### config.mk
export PLATFORM = sky130hd
export DESIGN_NAME = pcgc_div
export DESIGN_NICKNAME = d
export VERILOG_FILES = /design/src/rtl/point_cluster_gate_centroid_assert.svh /design/src/rtl/pcgc_div.sv
export SDC_FILE = /design/constraint.sdc
export NUM_CORES = 1
export LEC_CHECK = 0
export ABC_AREA = 1
export BUFFER_PORTS_ARGS = -buffer_cell sky130_fd_sc_hd__buf_2
export CORE_MARGIN = 10
export CORE_UTILIZATION = 38
export DETAILED_ROUTE_END_ITERATION = 10
export PLACE_DENSITY = 0.55
export SYNTH_ARGS = -nofsm -noshare
export SYNTH_HDL_FRONTEND = slang
export SYNTH_SLANG_ARGS = --single-unit
### constraint.sdc
create_clock -name clk_i -period 2 [get_ports clk_i]
set_input_delay 0.4 -clock clk_i [delete_from_list [all_inputs] [get_ports clk_i]]
set_output_delay 0.4 -clock clk_i [all_outputs]
set_load 0.02 [all_outputs]
### src/rtl/point_cluster_gate_centroid_assert.svh
// Assertion macros, clocked on clk_i and disabled while rst_ni is low.
`ifndef POINT_CLUSTER_GATE_CENTROID_ASSERT_SVH
`define POINT_CLUSTER_GATE_CENTROID_ASSERT_SVH
`ifndef SYNTH
`define PCGC_ASSERT(lbl, prop) \
  lbl: assert property (@(posedge clk_i) disable iff (!rst_ni) (prop)) \
    else $error("assertion failed");
`define PCGC_NEVER(lbl, expr) \
  lbl: assert property (@(posedge clk_i) disable iff (!rst_ni) !(expr)) \
    else $error("forbidden condition");
`else
`define PCGC_ASSERT(lbl, prop)
`define PCGC_NEVER(lbl, expr)
`endif
`endif

### src/rtl/pcgc_div.sv
`timescale 1ns / 1ps
`default_nettype none
// Two-lane restoring divider sharing one divisor, one quotient bit per cycle.
module pcgc_div #(
  parameter int unsigned SUM_W = 19,
  parameter int unsigned DEN_W = 9,
  parameter int unsigned Q_W   = 10
) (
  input  wire logic             clk_i,
  input  wire logic             rst_ni,
  input  wire logic             start_i,
  input  wire logic [SUM_W-1:0] num_x_i,
  input  wire logic [SUM_W-1:0] num_y_i,
  input  wire logic [DEN_W-1:0] den_i,
  output logic                  done_o,
  output logic [Q_W-1:0]        quo_x_o,
  output logic [Q_W-1:0]        quo_y_o
);
  localparam int unsigned STEP_W = $clog2(SUM_W + 1);

  logic [SUM_W-1:0]  num_q [2];
  logic [SUM_W-1:0]  num_d [2];
  logic [DEN_W-1:0]  rem_q [2];
  logic [DEN_W-1:0]  rem_d [2];
  logic [DEN_W-1:0]  den_q;
  logic [STEP_W-1:0] steps_q;
  logic              busy_q;
  logic              done_q;

  always_comb begin
    logic [DEN_W:0] shifted;
    for (int l = 0; l < 2; l++) begin
      shifted = {rem_q[l], num_q[l][SUM_W-1]};
      if (shifted >= {1'b0, den_q}) begin
        rem_d[l] = DEN_W'(shifted - {1'b0, den_q});
        num_d[l] = {num_q[l][SUM_W-2:0], 1'b1};
      end else begin
        rem_d[l] = shifted[DEN_W-1:0];
        num_d[l] = {num_q[l][SUM_W-2:0], 1'b0};
      end
    end
  end

  always_ff @(posedge clk_i or negedge rst_ni) begin
    if (!rst_ni) begin
      busy_q  <= 1'b0;
      done_q  <= 1'b0;
      steps_q <= '0;
    end else begin
      done_q <= 1'b0;
      if (start_i) begin
        busy_q  <= 1'b1;
        steps_q <= STEP_W'(SUM_W);
      end else if (busy_q) begin
        steps_q <= steps_q - 1'b1;
        if (steps_q == STEP_W'(1)) begin
          busy_q <= 1'b0;
          done_q <= 1'b1;
        end
      end
    end
  end

  always_ff @(posedge clk_i) begin
    if (start_i) begin
      num_q[0] <= num_x_i;
      num_q[1] <= num_y_i;
      rem_q[0] <= '0;
      rem_q[1] <= '0;
      den_q    <= den_i;
    end else if (busy_q) begin
      num_q <= num_d;
      rem_q <= rem_d;
    end
  end

  assign done_o  = done_q;
  assign quo_x_o = num_q[0][Q_W-1:0];
  assign quo_y_o = num_q[1][Q_W-1:0];
endmodule
`default_nettype wire

* Word level (Yosys, flattened, before mapping) *
Index checks and enable logic that the tools add are counted.

storage, ports and cells
  register bits after elaboration = 72
  output and inout bits = 21
  word-level logic and storage cells = 29

operators by class
  add/sub/neg operators = 3
  order comparisons = 2
  eq/ne operators = 1
  mux-type cells = 14
  reduce and logical (&&, ||, !) cells = 1

operators with widths
  operator               count
  $mux W38               2
  $ge A10 B9 Y1          2
  $mux W9                2
  $sub A9 B9 Y9          2
  $mux W5                2
  $mux W1                8
  $eq A5 B1 Y1 const B   1
  $sub A5 B1 Y5 const B  1
  $reduce_bool A2 Y1     1

* Depth between registers and ports, before layout *
Gate-level depths: netlist of run 1.

  word-level depth = 4
  depth in mapped cells = 13
  mapped depth without buffers = 13

* Least setup slack after synthesis of run 1 *
Ideal clock, no wire load.

  path kind = input-to-reg
  start point = in start_i
  end point = reg num_q[10] in the netlist's numbering, enable pin
  arrival = 1.560 ns
  data required time = 1.608 ns
  path slack = 0.048 ns
  stages = 4
  path buffers = 2
  cell sequence = buf_2 -> nor2_1 -> clkbuf_1 -> inv_1

between the ends
  word-level cells in the longest chain between the ends = 1

ends and longest elaborated chain
  what                                 RTL line        text
  start, declared                      pcgc_div.sv:11  input wire logic start_i,
  $reduce_bool A2 Y1 (no source line)  n/a
  end signal, assigned                 pcgc_div.sv:72  num_q <= num_d;
  end, declared                        pcgc_div.sv:21  logic [SUM_W-1:0] num_q [2];

No other way between the ends.
A chain may end at the register's enable or synchronous reset.

* Worst setup path after layout of run 1 *
  start point = reg num_q[18] in the netlist's numbering
  end point = reg rem_q[8] in the netlist's numbering

between the ends
  word-level cells in the longest chain between the ends = 2

ends and longest elaborated chain
  what                                            RTL line                        text
  $sub A9 B9 Y9 or $ge A10 B9 Y1 (tied branches)  pcgc_div.sv:35, pcgc_div.sv:34
  $mux W9 (*)                                     pcgc_div.sv:34                  if (shifted >= {1'b0, den_q}) begin
  end signal, assigned                            pcgc_div.sv:73                  rem_q <= rem_d;
  end, declared                                   pcgc_div.sv:23                  logic [DEN_W-1:0] rem_q [2];

Mark *: on every way between the ends. The rest lies on a longest branch, timed or not.

==> impl_metrics.toml, run 1 <==
[job]
cap_violations = 0

[sta]
max_slew_margin_pct = 67.7
rsz0062_at_grt = "no"
worstMarginPinSlew_ps = 484
finalClockSkew_ps = 10.0
fin_crit_sh_pct = 92.1
setup_viol = 0
period_needed_ps = 1840
maxSlewViolCount = 0
hold_viol = 0
clock.fmax_ghz = 0.543

[synthesis]
synth_edf_count = 47
synth_ff_type = "edfxtp_1"
synthTopCellsByArea = "edfxtp_1, nand2_1, dfxtp_1"
ys_async_sr_fraction_pct = 9.72
avgSynthCellArea_sq_um = 7.87
mappedNetlistArea_sq_um = 4160
ys_ff_latch = 72
synth_top_cell_by_area = "edfxtp_1"
ys_warn_count = 0
synth_common_cells = "nand2_1, inv_1, edfxtp_1"
synth_top_area_share_pct = 34.0
synthCells = 528
synth_most_common_cell = "nand2_1"
syn_nets = 600
ys_seq_area_share_pct = 46.8
synth_cell_types = 31

[grt]
grt.overflow.total = 0
grt_pass1_wl_um = 16200
grt_max_degree = 45
track_usage_pct = 12.5
grt_pass1_vias = 3419
antenna_found_initial = 0

[place]
portBuffers = 70
gp_congestion = 0.849
dp_hpwl_um = 7160
placed_area_sq_um = 4530

[clock_network]
clock_sinks = 72
clk_pin_slew_ps = 80
clock_path_buffers = 2
clock_latency_ps = 360
cts_root_buf = "clkbuf_8"
htree_levels = 3
cts_tree = "done"
cts_made_buffers = 9

[critical_path]
crit_top_cell = "nand2_1"
path_cells = "inv_1 > ha_1 > inv_1 > fa_2 > nand2_1 > nand2_1 > buf_4 > nand3_1 > nand3_1 > nand2_1 > nand2_1 > nand3_1 > nand2_1"
critPathMaxStageDelay_ps = 380
path_class = "register to register"
cp_slowest_cell = "edfxtp_1"
required_ps = 2250
r2r_cells = 13
crit_path_start_kind = "register"
reg2reg_from = "num_q[18]"
end_kind = "register"
crit_fanout = 2
startpoint = "num_q[18]"
cp.arrival_ps = 2100

[route]
viasPerCell = 4.61
drt_pass1_iterations = 4
drc = 0
post_drt_wl_per_cell_um = 13.5
vias = 3369
routed_wirelength_um = 9840
ant_nets = 0
first_iter_violations = 143

[outcome]
status = "finished clean"

[finish]
n_fill_cell = 1124
antenna_cells = 0
fin_util_pct = 44.6
regArea_sq_um = 1950
multiInputGateArea_sq_um = 1790
fin_nets = 659
layout-drive-gt1-share_pct = 19.6
finish.instance_area_sq_um = 4810
syn_to_final_growth_pct = 15.7

[power]
p_leak_nw = 2.56
vdd_ir_drop_max_uv = 578
p_per_area_nw_per_um2 = 1220

[floorplanning]
ioPinCount = 71
die_y_um = 125
start_util_pct = 38.5
die_x_um = 125
core_region_area_sq_um = 10800
std_cell_rows = 38
die_area_sq_um = 15500

[worst_hold_path]
min_path_cells = 1
min_path_type = "input pin to register"
min_from = "den_i[2]"
## where the power goes
| group | internal (mW) | switching [mW] | total (mW) |
|---|---|---|---|
| Clock | 0.695 | 0.569 | 1.26 |
| Sequential | 1.89 | 0.207 | 2.10 |
| Combinational | 1.00 | 1.52 | 2.52 |
## worst paths after layout
path	end	slack, ps
setup / recovery	rem_q[8]	160
hold / removal	den_q[2]	220
setup reg to reg	rem_q[8]	160
hold reg to reg	rem_q[7]	480
max in group asynchronous	steps_q[0]	1460
min in group asynchronous	done_o	390
## per-layer routing
| metal | vias up | track usage (%) | wire length (um) |
|---|---|---|---|
| li1 | 1766 | - | - |
| met1 | 1511 | 15.2 | 4490 |
| met2 | 85 | 20.1 | 4600 |
| met3 | 7 | 4.85 | 672 |
| met4 | 0 | 3.29 | 80 |
| met5 | - | 0 | 0 |
## cell usage in the layout (no fill, tap or decap)
cell	n
dfrtp_1	7
nor2_2	2
inv_2	1
nand2_1	229
nand2_4	2
a21oi_1	11
ha_1	19
clkbuf_8	9
and3_1	1
nand3b_1	9
dfxtp_1	18
inv_1	57
nand3_1	40
a22oi_1	1
fa_2	2
buf_4	11
clkinv_1	1
a21oi_2	1
buf_12	1
clkbuf_1	1
a31oi_1	2
nor2_1	17
nand4_1	2
xnor2_1	3
and2_4	1
o21ai_0	3
nand3_2	2
dlygate4sd3_1	1
edfxtp_1	47
clkinvlp_4	3
or2_1	1
nand2_2	6
nor3_1	2
buf_2	70
xor2_1	3
bufinv_16	2
nor3_2	1
or2_2	1
ha_2	1
## state kept, by name (all words and copies together), names as in the netlist
name,flops
num_q,18
rem_q,18
quo_x_o,10
quo_y_o,10
den_q,9
steps_q,5
busy_q,1
done_o,1
## worst max-delay path, delay by kind of cell, from the launching register on
family / cells / cell delay [ps]
flip-flops: 1 / 380
buffers and inverters: 3 / 290
AND/OR/NAND/NOR: 8 / 580
adder cells (fa/ha/maj): 2 / 500
## cells by family (layout without fill, tap and decap cells)
kind of cell | count (synthesis) | count (layout) | synth area share (%)
flops | 72 | 72 | 46.8
fa+ha+maj | 22 | 22 | 6.98
compound gates | 18 | 18 | 2.29
xor+xnor | 6 | 6 | 1.26
simple gates | 315 | 316 | 31.5
buf+inv | 95 | 157 | 11.2
## timing repair
item	in CTS	in global routing
setup endpoints to repair	9	19
cloned	0	1
hold buffers	1	0
pin swaps	0	1
buffers inserted	0	1
gates resized for setup	1	11
endpoints found under the hold margin	7	0
## metrics by stage
stage,instances,worst slack (ps),TNS (ps),hold WS (ps),power (mW)
CTS,729,3.03,0,197,5.84
global placement,713,37.5,0,245,4.49
floorplan,528,47.5,0,104,4.03
global route,731,2.20,0,202,6.39
finish,731,158,0,217,5.88
detailed placement,713,-46.5,-295,244,4.53
## cell type report
type / instances / share of cell area [%]
clock buffers: 10 / 2.65
clock inverters: 5 / 1.72
repair buffers: 83 / 9.63
inverters: 59 / 4.60
well taps: 140 / 3.64
flip-flops and latches: 72 / 40.5
multi-input cells: 362 / 37.3
Power figures use the tool's default switching activity.
==> inputs of run 2 (changes only) <==
Settings changed: RECOVER_POWER from default to 50.
==> impl_metrics.toml, run 2 (same netlist as run 1, synthesis figures left out) <==
[route]
ant_nets = 0
drt_pass1_iterations = 5
post_drt_wl_per_cell_um = 13.4
drc = 0
vias = 3375
viasPerCell = 4.62
first_iter_violations = 149
routed_wirelength_um = 9810

[sta]
max_slew_margin_pct = 37.4
fin_crit_sh_pct = 92.1
worstMarginPinSlew_ps = 939
hold_viol = 0
finalClockSkew_ps = 11.0
clock.fmax_ghz = 0.543
rsz0062_at_grt = "no"
maxSlewViolCount = 0
whs_ps = 216
setup_viol = 0
period_needed_ps = 1840

[worst_hold_path]
min_path_cells = 1
min_path_type = "input pin to register"
min_from = "den_i[2]"
hold_end = "den_q[2]"

[clock_network]
cts_root_buf = "clkbuf_8"
clock_path_buffers = 2
htree_levels = 3
clk_pin_slew_ps = 80
cts_made_buffers = 9
cts_tree = "done"
clock_latency_ps = 360
clock_sinks = 72

[finish]
finish.instance_area_sq_um = 4780
layout-drive-gt1-share_pct = 19.0
final_common_cell = "nand2_1"
antenna_cells = 0
fin_nets = 659
n_fill_cell = 1129
regArea_sq_um = 1950
final_cell_mix = "nand2_1, buf_2, inv_1, edfxtp_1, nand3_1"
syn_to_final_growth_pct = 15.1
multiInputGateArea_sq_um = 1790
reg_top3 = "num_q (18), rem_q (18)"

[outcome]
status = "finished clean"

[critical_path]
crit_path_start_kind = "register"
crit_fanout = 2
path_class = "register to register"
startpoint = "num_q[18]"
cp.arrival_ps = 2100
timing.rr.end = "rem_q[8]"
reg2reg_from = "num_q[18]"
end_kind = "register"
required_ps = 2250
r2r_cells = 13
rrSetupSlack_ps = 160

[grt]
grt.overflow.total = 0
track_usage_pct = 12.5
grt_max_degree = 45
antenna_found_initial = 0
grt_pass1_vias = 3419
grt_pass1_wl_um = 16200

[place]
placed_area_sq_um = 4530
gp_congestion = 0.849
portBuffers = 70
dp_hpwl_um = 7160

[power]
p_per_area_nw_per_um2 = 1230
p_leak_nw = 2.54
p_total_mw = 5.88
vdd_ir_drop_max_uv = 578

[floorplanning]
core_region_area_sq_um = 10800
die_x_um = 125
start_util_pct = 38.5
die_area_sq_um = 15500
ioPinCount = 71
die_y_um = 125
std_cell_rows = 38

[job]
cap_violations = 0
-- run 2: cell types whose count changed in the layout (fill, tap and decap cells not counted) --
| cell | change |
|---|---|
| clkbuf_1 | +4 |
| buf_4 | -3 |
| clkbuf_2 | +2 |
| buf_12 | -1 |
| buf_2 | -2 |
-- run 2: layout make-up --
cell class	count	area share, %
Clock buffer	10	2.67
Inverter	59	4.63
Sequential cell	72	40.7
Multi-Input combinational cell	362	37.5
Timing Repair Buffer	83	9.11
Clock inverter	5	1.73
Tap cell	140	3.66
-- run 2: stage by stage --
stage | std cells | setup WS, ps | setup TNS [ps] | utilization, %
detailed placement | 713 | -46.5 | -295 | 42.0
CTS | 729 | 3.03 | 0 | 44.1
global placement | 713 | 37.5 | 0 | 42.0
floorplan | 528 | 47.5 | 0 | -
global route | 731 | 1.67 | 0 | 44.3
finish | 731 | 159 | 0 | 44.3
-- run 2: worst max-delay path by stage --
stage	end	depth (start not counted)	slack [ps]
2_1_floorplan	num_q[10]	4	50
3_3_place_gp	rem_q[8]	13	40
3_5_place_dp	rem_q[7]	13	-50
4_1_cts	rem_q[7]	13	3
5_1_grt	rem_q[17]	10	2
6_report	rem_q[8]	13	160
-- run 2: routing by layer --
layer	up-vias	part of all wire (%)	routed length, um	track usage (%)
met4	0	1.2	114	3.29
met5	-	0	0	0
met1	1500	45	4400	15.2
met3	14	7.5	732	4.85
met2	95	46	4560	20.1
li1	1766	-	-	-
-- run 2: repair_timing --
item                       4_1_cts  5_1_grt
cloned                           0        1
hold endpoints to repair         7        0
setup endpoints to repair        9       19
hold buffers                     1        0
pin swaps                        0        1
buffers inserted                 0        1
gates resized for setup          1       11
-- run 2: power breakdown --
group / switching, mW / total (mW) / internal [mW]
sequential: 0.207 / 2.10 / 1.89
clock: 0.569 / 1.26 / 0.695
combinational: 1.52 / 2.52 / 0.998
total: 2.29 / 5.88 / 3.58
-- run 2: critical path, stage by stage (launching register included) --
cell      delay, ps
edfxtp_1        370
inv_1            90
ha_1            150
inv_1            60
fa_2            350
nand2_1          80
nand2_1          80
buf_4           140
nand3_1         100
nand3_1          80
nand2_1          80
nand2_1          50
nand3_1          60
nand2_1          50
==> inputs of run 3 (changes only) <==
Settings changed: BUFFER_PORTS_ARGS -buffer_cell sky130_fd_sc_hd__buf_2 to -buffer_cell sky130_fd_sc_hd__buf_4.
==> impl_metrics.toml, run 3 (same netlist as run 1, synthesis figures left out) <==
[critical_path]
rrSetupSlack_ps = 160
crit_path_start_kind = "register"
end_kind = "register"
required_ps = 2080
path_class = "register to register"
crit_fanout = 6
cp.arrival_ps = 1920

[grt]
grt_pass1_wl_um = 16400
grt_max_degree = 39
grt.overflow.total = 0
antenna_found_initial = 0
grt_pass1_vias = 3393
track_usage_pct = 12.7

[route]
post_drt_wl_per_cell_um = 13.5
first_iter_violations = 182
drc = 0
routed_wirelength_um = 9900
ant_nets = 0
viasPerCell = 4.68
vias = 3425
drt_pass1_iterations = 4

[job]
cap_violations = 0

[place]
gp_congestion = 0.843
dp_hpwl_um = 7340
portBuffers = 70

[sta]
finalClockSkew_ps = 9.43
maxSlewViolCount = 0
period_needed_ps = 1840
max_slew_margin_pct = 36.5
worstMarginPinSlew_ps = 952
setup_viol = 0
rsz0062_at_grt = "no"
fin_crit_sh_pct = 92.0
clock.fmax_ghz = 0.544
hold_viol = 0
whs_ps = 234

[finish]
layout-drive-gt1-share_pct = 18.6
reg_top3 = "num_q (18), rem_q (18)"
fin_nets = 659
final_cell_mix = "nand2_1, buf_4, inv_1, edfxtp_1, nand3_1"
antenna_cells = 0
fin_util_pct = 46.0
final_common_cell = "nand2_1"
syn_to_final_growth_pct = 19.5

[clock_network]
clock_path_buffers = 2
cts_tree = "done"
clock_sinks = 72
clock_latency_ps = 360
htree_levels = 3
cts_root_buf = "clkbuf_8"
cts_made_buffers = 9
clk_pin_slew_ps = 80

[worst_hold_path]
min_path_type = "input pin to register"

[floorplanning]
std_cell_rows = 38
die_x_um = 125
die_area_sq_um = 15500
ioPinCount = 71
die_y_um = 125
start_util_pct = 38.5
core_region_area_sq_um = 10800

[outcome]
status = "finished clean"

[power]
p_per_area_nw_per_um2 = 1200
p_total_mw = 5.98
vdd_ir_drop_max_uv = 419
p_leak_nw = 2.61
-- run 3: cell count changes in the layout (fill, tap and decap cells not counted), sizes merged --
cell / change
buf: -8
clkbuf: +9
clkinv: +1
clkinvlp: -1
-- run 3: repair_timing --
action / CTS / global route
gates cloned: 0 / 1
hold buffers: 1 / 0
endpoints found under the setup margin: 9 / 18
resized for setup: 2 / 8
buffers inserted: 0 / 1
endpoints found under the hold margin: 7 / 0
-- run 3: report_power, final --
| part | leakage (nW) | internal [mW] | switching [mW] |
|---|---|---|---|
| registers | 0.734 | 1.89 | 0.209 |
| logic | 1.77 | 1.04 | 1.54 |
| clock network | 0.106 | 0.734 | 0.564 |
| total | 2.61 | 3.66 | 2.31 |
-- run 3: final cells by class --
cell class / count / area, sq um
Clock inverter: 5 / 80.1
Timing Repair Buffer: 83 / 608
Inverter: 59 / 221
Clock buffer: 11 / 141
Fill cell: 1085 / 5830
Multi-Input combinational cell: 362 / 1790
Tap cell: 140 / 175
Sequential cell: 72 / 1950
-- run 3: metal layers --
metal  share of wire (%)  global-route usage (%)
met1                  46                    16.3
met2                  44                    18.8
met3                 8.6                    5.49
met4                 1.3                    3.98
met5                   0                       0
-- run 3: path summary, 6_finish.rpt --
check	from	to	cells after the start
hold reg to reg	rem_q[17]	rem_q[17]	2
setup reg to reg	num_q[18]	quo_y_o[0]	10
hold / removal	den_i[2]	den_q[2]	1
setup / recovery	num_q[18]	quo_y_o[0]	10
min in group asynchronous	rst_ni	steps_q[2]	2
max in group asynchronous	rst_ni	steps_q[0]	2
-- run 3: worst max-delay path, stage by stage, from the launching register on --
cell and delay (ps):
edfxtp_1 360, inv_1 80, ha_1 140, inv_1 60
fa_2 350, nand2_1 90, nand2_2 70, nand3_2 80
nand2_2 90, nand2_4 140, a31oi_1 100
-- run 3: per-stage QoR --
stage	TNS [ps]	cell area (sq um)	worst slack, ps	instances
2_1_floorplan	0	4160	47.5	528
3_3_place_gp	-29.6	4710	-12.5	713
3_5_place_dp	-523	4710	-85.1	713
4_1_cts	0	4950	37.9	730
5_1_grt	0	4970	7.60	732
6_report	0	4970	161	732
